[config.mk]
export PLATFORM = sky130hd
export DESIGN_NAME = crr_ring_eval
export DESIGN_NICKNAME = d
export VERILOG_FILES = /design/src/hw/rtl/assert_macros.svh /design/src/hw/rtl/crr_pkg.sv /design/src/hw/rtl/crr_ring_eval.sv
export SDC_FILE = /design/constraint.sdc
export NUM_CORES = 1
export LEC_CHECK = 0
export BUFFER_PORTS_ARGS = -buffer_cell sky130_fd_sc_hd__buf_2
export CORE_ASPECT_RATIO = 1.2
export CORE_MARGIN = 8
export CORE_UTILIZATION = 35
export CTS_CLUSTER_SIZE = 40
export DETAILED_ROUTE_END_ITERATION = 12
export GPL_ROUTABILITY_DRIVEN = 1
export GPL_TIMING_DRIVEN = 0
export PLACE_DENSITY = 0.54
export SLEW_MARGIN = 15
export SYNTH_ARGS = -nofsm -noshare
export SYNTH_HDL_FRONTEND = slang
export SYNTH_SLANG_ARGS = --single-unit
[constraint.sdc]
create_clock -name clk -period 4.04 [get_ports clk]
set_input_delay 0.202 -clock clk [delete_from_list [all_inputs] [get_ports clk]]
set_output_delay 0.202 -clock clk [all_outputs]
set_load 0.02 [all_outputs]
[src/hw/rtl/assert_macros.svh]
// Assertion macros shared by the raster core RTL.
// Depends on nothing; included by files that carry concurrent checks.
`ifndef ASSERT_MACROS_SVH
`define ASSERT_MACROS_SVH
`ifndef NO_ASSERTIONS
`define ASSERT_IMP(label, ck, rn, ante, cons) \
    label: assert property (@(posedge ck) disable iff (!rn) (ante) |-> (cons)) \
        else $error("same-cycle check failed");
`define ASSERT_NXT(label, ck, rn, ante, cons) \
    label: assert property (@(posedge ck) disable iff (!rn) (ante) |=> (cons)) \
        else $error("next-cycle check failed");
`else
`define ASSERT_IMP(label, ck, rn, ante, cons)
`define ASSERT_NXT(label, ck, rn, ante, cons)
`endif
`endif

[src/hw/rtl/crr_pkg.sv]
// Package for the canvas raster core: canvas geometry, codes, payload types.
// Depends on nothing; used by every RTL module and interface.
package crr_pkg;

    localparam int CANVAS_ROWS = 25;
    localparam int CANVAS_COLS = 50;
    localparam int PIXEL_DEPTH = CANVAS_ROWS * CANVAS_COLS;
    localparam int ADDR_W      = (PIXEL_DEPTH > 1) ? $clog2(PIXEL_DEPTH) : 1;
    localparam int ROW_W       = $clog2(CANVAS_ROWS + 1);
    localparam int COL_W       = $clog2(CANVAS_COLS + 1);

    localparam logic [7:0] BLANK_PIXEL = 8'd95;

    localparam logic [1:0] REQ_FILL = 2'd0;
    localparam logic [1:0] REQ_RING = 2'd1;
    localparam logic [1:0] REQ_READ = 2'd2;

    typedef struct packed {
        logic [1:0]        req_type;
        logic signed [7:0] pos_x;
        logic signed [7:0] pos_y;
        logic [6:0]        rect_width;
        logic [6:0]        rect_height;
        logic [6:0]        radius;
        logic [7:0]        paint_value;
    } req_t;

    typedef struct packed {
        logic [7:0] pixel_value;
        logic       in_range;
    } rsp_t;

    typedef struct packed {
        logic              we;
        logic              re;
        logic [ADDR_W-1:0] addr;
        logic [7:0]        wdata;
    } mem_req_t;

    typedef struct packed {
        logic load;
        logic init;
        logic col_step;
        logic row_step;
    } ring_ctl_t;

    // Clip a signed edge coordinate to the range 0..hi.
    function automatic logic [7:0] clip_edge(input logic signed [8:0] v,
                                             input logic [7:0] hi);
        logic [7:0] res;
        if (v < 9'sd0)
            res = 8'd0;
        else if (v > $signed({1'b0, hi}))
            res = hi;
        else
            res = v[7:0];
        return res;
    endfunction

endpackage

[src/hw/rtl/crr_ring_eval.sv]
// Ring membership test: squared distances kept incrementally over the scan.
// Depends on crr_pkg.
module crr_ring_eval (
    input  logic               clk,
    input  logic               rst_n,
    input  crr_pkg::req_t      cmd_q,
    input  crr_pkg::ring_ctl_t ring_ctl,
    output logic               hit
);
    import crr_pkg::*;

    logic [15:0]       xc2_reg, yc2_reg, lo_reg, hi_reg;
    logic              rad_zero_reg;
    logic signed [9:0] dx_reg, dx_next, dy_reg, dy_next;
    logic [15:0]       dx2_reg, dx2_next, dy2_reg, dy2_next;

    logic signed [15:0] xc_sq, yc_sq;
    logic [7:0]         r_minus, r_plus;
    logic signed [9:0]  neg_xc, neg_yc;
    logic [16:0]        dist_sum;
    logic [18:0]        dist_q;

    assign xc_sq   = cmd_q.pos_x * cmd_q.pos_x;
    assign yc_sq   = cmd_q.pos_y * cmd_q.pos_y;
    assign r_minus = {cmd_q.radius, 1'b0} - 8'd1;
    assign r_plus  = {cmd_q.radius, 1'b1};
    assign neg_xc  = 10'sd0 - {{2{cmd_q.pos_x[7]}}, cmd_q.pos_x};
    assign neg_yc  = 10'sd0 - {{2{cmd_q.pos_y[7]}}, cmd_q.pos_y};

    // Latch the squares of the centre and of the band edges once per command.
    always_ff @(posedge clk)
    begin
        if (ring_ctl.load)
        begin
            xc2_reg      <= xc_sq;
            yc2_reg      <= yc_sq;
            lo_reg       <= r_minus * r_minus;
            hi_reg       <= r_plus * r_plus;
            rad_zero_reg <= (cmd_q.radius == 7'd0);
        end
    end

    // (d+1)^2 = d^2 + 2d + 1: advance the squares one step a pixel.
    always_comb
    begin
        dx_next  = dx_reg;
        dx2_next = dx2_reg;
        dy_next  = dy_reg;
        dy2_next = dy2_reg;
        if (ring_ctl.init)
        begin
            dx_next  = neg_xc;
            dx2_next = xc2_reg;
            dy_next  = neg_yc;
            dy2_next = yc2_reg;
        end
        else if (ring_ctl.row_step)
        begin
            dx_next  = neg_xc;
            dx2_next = xc2_reg;
            dy_next  = dy_reg + 10'sd1;
            dy2_next = dy2_reg + {{5{dy_reg[9]}}, dy_reg, 1'b1};
        end
        else if (ring_ctl.col_step)
        begin
            dx_next  = dx_reg + 10'sd1;
            dx2_next = dx2_reg + {{5{dx_reg[9]}}, dx_reg, 1'b1};
        end
    end

    always_ff @(posedge clk or negedge rst_n)
    begin
        if (!rst_n)
        begin
            dx_reg  <= '0;
            dx2_reg <= '0;
            dy_reg  <= '0;
            dy2_reg <= '0;
        end
        else
        begin
            dx_reg  <= dx_next;
            dx2_reg <= dx2_next;
            dy_reg  <= dy_next;
            dy2_reg <= dy2_next;
        end
    end

    assign dist_sum = {1'b0, dx2_reg} + {1'b0, dy2_reg};
    assign dist_q   = {dist_sum, 2'b00};
    assign hit      = rad_zero_reg ? (dist_sum == 17'd0)
                                   : ((dist_q > {3'b000, lo_reg}) &&
                                      (dist_q < {3'b000, hi_reg}));
endmodule

==> impl_metrics.tcl <==
set metrics [dict create \
    hold_path.class "input port to flip-flop" \
    min_path_cells 1 \
    regToRegEndpoint "dx2_reg[14]" \
    status "finished, violations left" \
    hold_viol 0 \
    place_hpwl_um 25200 \
    cp.arrival_ps 4150 \
    yosys_warnings 0 \
    antenna_cells 0 \
    port_buffers 24 \
    violations "negative setup slack" \
    dpl-instance-area_um2 15400 \
    clkTransAtPathRegs_ps 80 \
    hold_start "cmd_q[29]" \
    gp_congestion 0.852 \
    n_fill_cell 4013 \
    finalPower_mw 11.6 \
    mostFrequentLayoutCells "inv_1, ha_1, fa_1" \
    power.density_nw_per_um2 687 \
    cp_num_buf_inv 2 \
    holdPathEnd "yc2_reg[0]" \
    drc_errors 0 \
    synthesis.area_um2 14300 \
    p_sw_mw 5.22 \
    ys_async_sr_fraction 0.468 \
    dp_cells 2098 \
    grt_pass1_vias 11100 \
    seqPwrFrac 0.181 \
    synth_edf_count 59 \
    die_h_um 238 \
    crit_required_ps 3840 \
    min_period_ps 4350 \
    overflow 0 \
    r2r_slack_ps 1010 \
    syn_nets 1917 \
    p_clk_frac 0.078 \
    r2r_cells 10 \
    worstSetupPathType "flip-flop to output pin" \
    insertion_delay_ps 360 \
    die_area_um2 47700 \
    r2r_start "dx2_reg[0]" \
    max_stage_delay_ps 440 \
    cp-start-kind "flip-flop" \
    finalSetupViolations 6 \
    track_usage 0.137 \
    cts_tree "done" \
    drive_gt1_frac 0.172 \
    path_max_fanout 3 \
    fin_skew_ps 10.6 \
    path_depth 18 \
    mostFrequentLayoutCell "inv_1" \
    critPathCaptureType "output pin" \
    comb_power_share 0.741 \
    postLayoutCellArea_um2 16900 \
    drt_iter0_markers 452 \
    core_area_um2 40500 \
    die_w_um 201 \
    multiInputGateArea_um2 11100 \
    crit_family "compound AO/OA/AOI/OAI gates" \
    synth.distinct_cells 64 \
    cts_inserted_buffers 9 \
    grt_max_degree 60 \
    root_buffer "clkbuf_16" \
    vias 10700 \
    initial_core_util 0.353 \
    antenna_found_initial 0 \
    critPathSlowestCell "dfrtp_2" \
    ys.flop_type "edfxtp_1" \
    internal-power_mw 6.38 \
    ir_worst_vdd_uv 311 \
    timing.final.ws_setup_ps -311 \
    drt_first_pass_iters 5 \
    ant_nets 0 \
    finalNetCount 1997 \
    area_growth_pct 17.8 \
    clock_path_buffers 2 \
    htreeDepth 3 \
    cts.sinks 111 \
    drv_cap 0 \
    syn_area_per_cell_um2 9.34 \
    fin_crit_sh 1.08 \
    ys_seq_area_frac 0.214 \
    finalMaxSlewViolations 0 \
    p_leak_nw 7.88 \
    viasPerCell 4.95 \
    wl_per_cell_um 14.9 \
    rsz0062_at_grt "yes" \
    slew_headroom 0.470 \
    path_cells "ha_4, fa_2, a211oi_4, o21ai_2, a211oi_2, o31ai_1, a21oi_1, xnor2_2, buf_4, ha_4, a21o_1, a21oi_2, nor2b_1, o21ai_1, and3_1, o311ai_2, a211oi_2, buf_4" \
    synth-seq-cells 111 \
    tightest_slew_ps 795 \
    register_area_um2 3080 \
    row_count 81 \
    fin_cells 2158 \
    synthCells 1535 \
    fmaxAchievable_ghz 0.230 \
    netSwitchingFraction 0.450 \
    grt_pass1_wl_um 54600 \
    pin_count 54 \
    drt_wl_total_um 32100 \
]
## worst max path at each step
stage                           from          to  slack, ps
after global routing      dy2_reg[0]         hit       -470
after global placement      cmd_q[9]  lo_reg[15]      -1150
after detailed placement    cmd_q[9]  lo_reg[15]      -1210
after CTS                 dy2_reg[0]         hit       -350
after floorplan             cmd_q[8]  lo_reg[13]       -480
final                     dy2_reg[0]         hit       -310
## area by class of cell
cell class / instances / share of cell area
inverters: 240 / 0.0566
flip-flops and latches: 111 / 0.182
multi-input cells: 1142 / 0.655
repair buffers: 76 / 0.0358
plain buffers: 35 / 0.0122
well taps: 539 / 0.0400
clock inverters: 4 / 0.00208
clock buffers: 11 / 0.0156
## synth_stat cells (3+ instances only)
cell type	count	area (µm²)
inv_1	239	897
ha_1	182	2280
fa_1	147	2940
nand2_1	117	439
nor2_1	93	349
xnor2_1	90	788
o21ai_0	67	335
a21oi_1	63	315
edfxtp_1	59	1770
dfrtp_1	52	1300
clkbuf_1	39	146
and2_1	38	238
xor2_1	33	289
a21o_1	25	188
nor3_1	25	125
nor2b_1	23	144
nand3_1	22	110
and3_1	20	125
mux2i_1	19	190
nand2b_1	19	119
a31oi_1	13	81.3
or2_2	13	81.3
o21bai_1	11	82.6
or3_1	11	68.8
o21a_1	9	67.6
a211oi_1	8	60.1
a21boi_0	7	52.6
a41oi_1	7	61.3
a211o_1	6	52.6
nand3b_1	6	45.0
nand4_1	5	31.3
nor4_1	5	31.3
a22oi_1	4	30.0
mux2_2	4	45.0
o22ai_1	4	25.0
o311ai_0	4	35.0
a21o_2	3	26.3
o211ai_1	3	22.5
o311a_1	3	30.0
o31ai_1	3	22.5
o41ai_1	3	26.3
## stage by stage
| step | setup slack (ps) | TNS [ps] | utilization | hold WS, ps |
|---|---|---|---|---|
| after floorplan | -482 | -2390 | - | -93.6 |
| after global placement | -1150 | -17620 | 0.379 | 421 |
| after detailed placement | -1210 | -19110 | 0.379 | 316 |
| after CTS | -348 | -1300 | 0.400 | 203 |
| after global routing | -473 | -2480 | 0.416 | 179 |
| final | -311 | -1300 | 0.416 | 181 |
## metal layers
metal,GRT usage,part of all wire,up-vias
met5,0,0,-
met4,0.0313,0.015,0
met3,0.0120,0.018,23
met2,0.250,0.52,89
met1,0.173,0.45,5309
li1,-,-,5266
## power groups by stage
stage | logic [mW] | clock network (mW) | registers [mW]
2_1_floorplan | 5.87 | 0 | 2.02
3_3_place_gp | 7.23 | 0 | 2.13
3_5_place_dp | 7.37 | 0 | 2.13
4_1_cts | 7.98 | 0.938 | 2.11
5_1_grt | 9.67 | 0.980 | 2.15
6_report | 8.59 | 0.910 | 2.10
## kinds of logic after synthesis
| family | count (synthesis) | synth area share |
|---|---|---|
| multiplexers | 23 | 0.0164 |
| buffers and inverters | 282 | 0.0740 |
| AO/OA/AOI/OAI | 260 | 0.117 |
| XOR/XNOR | 123 | 0.0752 |
| other | 1 | 0.000262 |
| flip-flops | 111 | 0.214 |
| AND/OR/NAND/NOR | 406 | 0.138 |
| adder cells (fa/ha/maj) | 329 | 0.364 |
## repair_timing
action,CTS,global route
gates resized for setup,85,120
hold buffers,1,0
setup endpoints to repair,23,21
setup buffers,34,18
hold endpoints to repair,52,0
pin swaps,56,55
cloned,0,0
Note: power is estimated with default switching activity, not from simulation.
