### src/hw/rtl/assert_macros.svh
// Assertion macros shared by the raster core RTL.
// Depends on nothing; included by files that carry concurrent checks.
`ifndef ASSERT_MACROS_SVH
`define ASSERT_MACROS_SVH
`ifndef NO_ASSERTIONS
`define ASSERT_IMP(label, ck, rn, ante, cons) \
    label: assert property (@(posedge ck) disable iff (!rn) (ante) |-> (cons)) \
        else $error("same-cycle check failed");
`define ASSERT_NXT(label, ck, rn, ante, cons) \
    label: assert property (@(posedge ck) disable iff (!rn) (ante) |=> (cons)) \
        else $error("next-cycle check failed");
`else
`define ASSERT_IMP(label, ck, rn, ante, cons)
`define ASSERT_NXT(label, ck, rn, ante, cons)
`endif
`endif

### src/hw/rtl/crr_pkg.sv
// Package for the canvas raster core: canvas geometry, codes, payload types.
// Depends on nothing; used by every RTL module and interface.
package crr_pkg;

    localparam int CANVAS_ROWS = 25;
    localparam int CANVAS_COLS = 50;
    localparam int PIXEL_DEPTH = CANVAS_ROWS * CANVAS_COLS;
    localparam int ADDR_W      = (PIXEL_DEPTH > 1) ? $clog2(PIXEL_DEPTH) : 1;
    localparam int ROW_W       = $clog2(CANVAS_ROWS + 1);
    localparam int COL_W       = $clog2(CANVAS_COLS + 1);

    localparam logic [7:0] BLANK_PIXEL = 8'd95;

    localparam logic [1:0] REQ_FILL = 2'd0;
    localparam logic [1:0] REQ_RING = 2'd1;
    localparam logic [1:0] REQ_READ = 2'd2;

    typedef struct packed {
        logic [1:0]        req_type;
        logic signed [7:0] pos_x;
        logic signed [7:0] pos_y;
        logic [6:0]        rect_width;
        logic [6:0]        rect_height;
        logic [6:0]        radius;
        logic [7:0]        paint_value;
    } req_t;

    typedef struct packed {
        logic [7:0] pixel_value;
        logic       in_range;
    } rsp_t;

    typedef struct packed {
        logic              we;
        logic              re;
        logic [ADDR_W-1:0] addr;
        logic [7:0]        wdata;
    } mem_req_t;

    typedef struct packed {
        logic load;
        logic init;
        logic col_step;
        logic row_step;
    } ring_ctl_t;

    // Clip a signed edge coordinate to the range 0..hi.
    function automatic logic [7:0] clip_edge(input logic signed [8:0] v,
                                             input logic [7:0] hi);
        logic [7:0] res;
        if (v < 9'sd0)
            res = 8'd0;
        else if (v > $signed({1'b0, hi}))
            res = hi;
        else
            res = v[7:0];
        return res;
    endfunction

endpackage

### src/hw/rtl/crr_sequencer.sv
// Command sequencer: clearing pass, rectangle/ring scan, pixel read.
// Depends on crr_pkg and assert_macros.svh.
`include "assert_macros.svh"
module crr_sequencer (
    input  logic               clk,
    input  logic               rst_n,
    input  crr_pkg::req_t      cmd,
    input  logic               cmd_valid,
    output logic               cmd_ready,
    output crr_pkg::req_t      cmd_q,
    output crr_pkg::mem_req_t  mem_req,
    input  logic [7:0]         mem_rdata,
    output crr_pkg::ring_ctl_t ring_ctl,
    input  logic               ring_hit,
    input  logic               rsp_free,
    output logic               done,
    output crr_pkg::rsp_t      result
);
    import crr_pkg::*;

    typedef enum logic [7:0] {
        ST_CLEAR  = 8'b0000_0001,
        ST_IDLE   = 8'b0000_0010,
        ST_SETUP  = 8'b0000_0100,
        ST_PREP   = 8'b0000_1000,
        ST_SCAN   = 8'b0001_0000,
        ST_READ   = 8'b0010_0000,
        ST_RWAIT  = 8'b0100_0000,
        ST_FINISH = 8'b1000_0000
    } state_t;

    state_t            state_reg, state_next;
    req_t              cmd_reg, cmd_next;
    logic [ROW_W-1:0]  row_reg, row_next, row_lo_reg, row_lo_next, row_hi_reg, row_hi_next;
    logic [COL_W-1:0]  col_reg, col_next, col_lo_reg, col_lo_next, col_hi_reg, col_hi_next;
    logic [ADDR_W-1:0] base_reg, base_next, clr_reg, clr_next;
    logic [7:0]        pix_reg, pix_next;
    logic              ok_reg, ok_next;

    logic signed [8:0] y_top, y_bot, x_left, x_right;
    logic [7:0]        clip_r0, clip_r1, clip_c0, clip_c1;
    logic              read_on_canvas;
    logic [ADDR_W-1:0] scan_addr;
    logic              last_col, last_row;

    assign y_top   = {cmd_reg.pos_y[7], cmd_reg.pos_y};
    assign x_left  = {cmd_reg.pos_x[7], cmd_reg.pos_x};
    assign y_bot   = y_top + $signed({2'b00, cmd_reg.rect_height});
    assign x_right = x_left + $signed({2'b00, cmd_reg.rect_width});
    assign clip_r0 = clip_edge(y_top, 8'(CANVAS_ROWS));
    assign clip_r1 = clip_edge(y_bot, 8'(CANVAS_ROWS));
    assign clip_c0 = clip_edge(x_left, 8'(CANVAS_COLS));
    assign clip_c1 = clip_edge(x_right, 8'(CANVAS_COLS));

    assign read_on_canvas = !cmd_reg.pos_x[7] && !cmd_reg.pos_y[7] &&
                            ({1'b0, cmd_reg.pos_x[6:0]} < 8'(CANVAS_COLS)) &&
                            ({1'b0, cmd_reg.pos_y[6:0]} < 8'(CANVAS_ROWS));

    assign scan_addr = ADDR_W'(base_reg + ADDR_W'(col_reg));
    assign last_col  = (col_reg == col_hi_reg - COL_W'(1));
    assign last_row  = (row_reg == row_hi_reg - ROW_W'(1));

    always_comb
    begin
        state_next  = state_reg;
        cmd_next    = cmd_reg;
        row_next    = row_reg;
        col_next    = col_reg;
        row_lo_next = row_lo_reg;
        row_hi_next = row_hi_reg;
        col_lo_next = col_lo_reg;
        col_hi_next = col_hi_reg;
        base_next   = base_reg;
        clr_next    = clr_reg;
        pix_next    = pix_reg;
        ok_next     = ok_reg;
        cmd_ready   = 1'b0;
        done        = 1'b0;
        mem_req     = '{we: 1'b0, re: 1'b0, addr: scan_addr, wdata: cmd_reg.paint_value};
        ring_ctl    = '0;

        case (state_reg)
            ST_CLEAR:
            begin
                mem_req.we    = 1'b1;
                mem_req.addr  = clr_reg;
                mem_req.wdata = BLANK_PIXEL;
                clr_next      = clr_reg + ADDR_W'(1);
                if (32'(clr_reg) == PIXEL_DEPTH - 1)
                begin
                    state_next = ST_IDLE;
                end
            end
            ST_IDLE:
            begin
                cmd_ready = 1'b1;
                if (cmd_valid)
                begin
                    cmd_next   = cmd;
                    state_next = ST_SETUP;
                end
            end
            ST_SETUP:
            begin
                ring_ctl.load = 1'b1;
                pix_next      = 8'd0;
                ok_next       = 1'b0;
                state_next    = ST_PREP;
                case (cmd_reg.req_type)
                    REQ_FILL:
                    begin
                        row_lo_next = ROW_W'(clip_r0);
                        row_hi_next = ROW_W'(clip_r1);
                        col_lo_next = COL_W'(clip_c0);
                        col_hi_next = COL_W'(clip_c1);
                    end
                    REQ_RING:
                    begin
                        row_lo_next = '0;
                        row_hi_next = ROW_W'(CANVAS_ROWS);
                        col_lo_next = '0;
                        col_hi_next = COL_W'(CANVAS_COLS);
                    end
                    REQ_READ:
                    begin
                        row_lo_next = ROW_W'(cmd_reg.pos_y[6:0]);
                        col_lo_next = COL_W'(cmd_reg.pos_x[6:0]);
                        if (!read_on_canvas)
                        begin
                            state_next = ST_FINISH;
                        end
                    end
                    default:
                    begin
                        state_next = ST_FINISH;
                    end
                endcase
            end
            ST_PREP:
            begin
                ring_ctl.init = 1'b1;
                base_next     = ADDR_W'(32'(row_lo_reg) * CANVAS_COLS);
                row_next      = row_lo_reg;
                col_next      = col_lo_reg;
                if (cmd_reg.req_type == REQ_READ)
                begin
                    state_next = ST_READ;
                end
                else if ((row_lo_reg >= row_hi_reg) || (col_lo_reg >= col_hi_reg))
                begin
                    state_next = ST_FINISH;
                end
                else
                begin
                    state_next = ST_SCAN;
                end
            end
            ST_SCAN:
            begin
                mem_req.we = (cmd_reg.req_type == REQ_FILL) || ring_hit;
                if (last_col)
                begin
                    if (last_row)
                    begin
                        state_next = ST_FINISH;
                    end
                    else
                    begin
                        ring_ctl.row_step = 1'b1;
                        row_next          = row_reg + ROW_W'(1);
                        col_next          = col_lo_reg;
                        base_next         = base_reg + ADDR_W'(CANVAS_COLS);
                    end
                end
                else
                begin
                    ring_ctl.col_step = 1'b1;
                    col_next          = col_reg + COL_W'(1);
                end
            end
            ST_READ:
            begin
                mem_req.re = 1'b1;
                state_next = ST_RWAIT;
            end
            ST_RWAIT:
            begin
                pix_next   = mem_rdata;
                ok_next    = 1'b1;
                state_next = ST_FINISH;
            end
            ST_FINISH:
            begin
                if (rsp_free)
                begin
                    done       = 1'b1;
                    state_next = ST_IDLE;
                end
            end
            default:
            begin
                state_next = ST_IDLE;
            end
        endcase
    end

    always_ff @(posedge clk or negedge rst_n)
    begin
        if (!rst_n)
        begin
            state_reg <= ST_CLEAR;
            clr_reg   <= '0;
        end
        else
        begin
            state_reg <= state_next;
            clr_reg   <= clr_next;
        end
    end

    always_ff @(posedge clk)
    begin
        cmd_reg    <= cmd_next;
        row_reg    <= row_next;
        col_reg    <= col_next;
        row_lo_reg <= row_lo_next;
        row_hi_reg <= row_hi_next;
        col_lo_reg <= col_lo_next;
        col_hi_reg <= col_hi_next;
        base_reg   <= base_next;
        pix_reg    <= pix_next;
        ok_reg     <= ok_next;
    end

    assign cmd_q  = cmd_reg;
    assign result = '{pixel_value: pix_reg, in_range: ok_reg};

    `ASSERT_IMP(a_scan_addr_on_canvas, clk, rst_n, (state_reg == ST_SCAN) && mem_req.we, 32'(mem_req.addr) < PIXEL_DEPTH)
    `ASSERT_NXT(a_accept_starts_setup, clk, rst_n, cmd_valid && cmd_ready, state_reg == ST_SETUP)
    `ASSERT_IMP(a_rwait_after_read, clk, rst_n, state_reg == ST_RWAIT, $past(mem_req.re))
endmodule

### config.mk
export PLATFORM = sky130hd
export DESIGN_NAME = crr_sequencer
export DESIGN_NICKNAME = d
export VERILOG_FILES = /design/src/hw/rtl/crr_pkg.sv /design/src/hw/rtl/crr_sequencer.sv
export VERILOG_INCLUDE_DIRS = /design/src /design/src/hw/rtl
export SDC_FILE = /design/constraint.sdc
export NUM_CORES = 1
export LEC_CHECK = 0
export BUFFER_PORTS_ARGS = -buffer_cell sky130_fd_sc_hd__buf_2
export CORE_AREA = 2 2 129 224
export CTS_CLUSTER_DIAMETER = 200
export DETAILED_ROUTE_END_ITERATION = 7
export DIE_AREA = 0 0 131 226
export HOLD_SLACK_MARGIN = 0.03
export PLACE_DENSITY_LB_ADDON = 0.2
export SYNTH_ARGS = -nofsm -noshare
export SYNTH_HDL_FRONTEND = slang
export SYNTH_SLANG_ARGS = --single-unit
export TNS_END_PERCENT = 100
### constraint.sdc
create_clock -name clk -period 4.8 [get_ports clk]
set_input_delay 0.24 -clock clk [delete_from_list [all_inputs] [get_ports clk]]
set_output_delay 0.24 -clock clk [all_outputs]
set_load 0.01 [all_outputs]
==> flow_summary.toml <==
[floorplanning]
fp.dieH_um = 226
initial_core_util = 0.245
core_um2 = 27900
die_w_um = 131
die_area_um2 = 29600
io_pins = 143
rows = 81

[yosys]
synth_top_family_by_area = "simple AND/OR/NAND/NOR gates"
synth.yosys.warnings = 0
synth-compound-area-share = 0.110
synthXorXnorAreaFrac = 0.0769
synthArstFlopShare = 0.161
ys_ff_latch = 118
synthAdderAreaFrac = 0.118
syn-num-nets = 735
ys.flop_type = "edfxtp_1"
synthMuxAreaShare = 0.00787
avgSynthCellArea_um2 = 11.2
ys_types = 58
ys_seq_area_frac = 0.505
synthSimpleGateAreaFrac = 0.152
synthesis.area_um2 = 6840
synth_edf_count = 99
syn_inst = 613

[pwr]
power_density_nw_per_um2 = 424
max-vdd-ir-drop_uv = 255
p_leak_nw = 3.77
total_power_w = 0.00383

[clock_network]
htree_levels = 4
cts_inserted_buffers = 17
clk_pin_slew_ns = 0.05
clock-sinks = 118
tritoncts = "done"
max-clock-path-buffers = 2
cts_resized = 0
cts_root_buffer = "clkbuf_16"
clk_latency_ns = 0.42

[sta]
max_slew_margin = 0.349
rsz0062_at_grt = "no"
tns_ns = 0
period_share = 0.688
hold_viol = 0
hold_ws_ns = 0.0766
slew_viol_final = 0
fmax_ghz = 0.303
min_period_ns = 3.30
worst_pin_slew_ns = 0.973
final-setup-viol-count = 0
skew_ns = 0.0137

[grt]
grt_max_degree = 36
grt_pass1_wl_mm = 27.8
antenna_found_initial = 0
gr-total-overflow = 0
grt_pass1_vias = 5631
grt_util_all_layers = 0.122

[drt]
viasPerCell = 4.38
drcViolationCount = 0
vias = 5230
wl_per_cell_um = 14.4
first_pass_iters = 4
drt_iter0_markers = 148
antenna_left = 0
wirelength_mm = 17.2

[placement]
place_congestion = 0.781
dpl.cell_count = 1114
io_buffers = 142
dpl.hpwl_mm = 13.1

[setup_path]
crit_required_ns = 4.56
cp_max_fo = 19
startpoint_type = "flop"
critPathKind = "flop to output port"
cp_slowest_cell = "nor3b_4"
cp_slowest_stage_delay_ns = 0.67
endpoint_kind = "output port"
worstPathCellList = "or3_1, or4_4, nor3b_4, and2_1, buf_2"
critPathArrivalTime_ns = 3.06

[layout]
area_delta_synth_final_pct = 32.0
fin_cells = 1194
nets = 930
largest_reg_flops = 47
drive_gt1_frac = 0.236
final_common_cell = "buf_2"
fill_cells = 2867
num_antenna_cells = 0
mostFrequentLayoutCells = "buf_2, edfxtp_1, ha_1"

[outcome]
status = "finished clean"

[worst_hold_path]
worstHoldPathType = "input pin to flop"

[flow_run]
maxCapViolCount = 0
final timing paths:
path | depth (start not counted) | end | from | slack (ns)
worst max-delay path | 5 | ring_ctl[1] | state_reg[2] | 1.50
worst min-delay path | 2 | state_reg[2] | cmd_valid | 0.08
worst max register to register | 5 | base_reg[7] | state_reg[2] | 1.68
worst min register to register | 1 | clr_reg[7] | clr_reg[7] | 0.49
max in group asynchronous | 2 | state_reg[0] | rst_n | 4.13
min in group asynchronous | 2 | clr_reg[5] | rst_n | 0.32
layer usage:
layer  global-route usage  part of all wire
met4               0.0518             0.025
met3               0.0336             0.053
met2                0.219              0.51
met5                    0                 0
met1                0.133              0.41
cell families after synthesis:
| group | Yosys count |
|---|---|
| buf+inv | 50 |
| flops | 118 |
| xor+xnor | 60 |
| mux | 5 |
| simple gates | 199 |
| compound gates | 119 |
| fa+ha+maj | 62 |
power breakdown:
group	internal, W	total [W]	switching (W)
Clock	0.000767	0.00125	0.000487
Combinational	0.000483	0.00113	0.000643
Sequential	0.00133	0.00145	0.000119
Total	0.00258	0.00383	0.00125
what timing repair did:
| action | CTS | global route |
|---|---|---|
| hold endpoints to repair | 65 | 0 |
| hold buffers | 48 | 0 |
| setup buffers | 0 | 0 |
area by class of cell:
type,count,area [µm²],area share
Timing Repair Buffer,192,1210,0.134
Sequential cell,118,3450,0.382
Inverter,34,128,0.0141
Multi-Input combinational cell,445,3190,0.354
Tap cell,373,467,0.0517
Clock inverter,14,153,0.0169
Clock buffer,18,429,0.0476
critical path: cells and delay by family, from the launching register on:
kind | cells | cell delay, ns
AND/OR/NAND/NOR | 4 | 2.01
flip-flops | 1 | 0.43
buffers and inverters | 1 | 0.21
metrics by stage:
stage	utilization	worst slack, ns	instance area (µm²)
CTS	0.324	1.44	9020
finish	0.324	1.50	9020
global route	0.324	1.34	9020
detailed placement	0.286	1.62	7960
floorplan	-	1.47	6840
global placement	0.286	1.66	7960
synthesized netlist by cell type (16+ instances only):
cell type | n | area, µm²
a21oi_1 | 27 | 135
dfrtp_1 | 18 | 450
edfxtp_1 | 99 | 2970
ha_1 | 58 | 726
inv_1 | 34 | 128
nand2_1 | 49 | 184
nor2_1 | 40 | 150
nor3_1 | 16 | 80.1
o21ai_0 | 36 | 180
xnor2_1 | 38 | 333
xor2_1 | 22 | 193
Note: power is estimated with default switching activity, not from simulation.
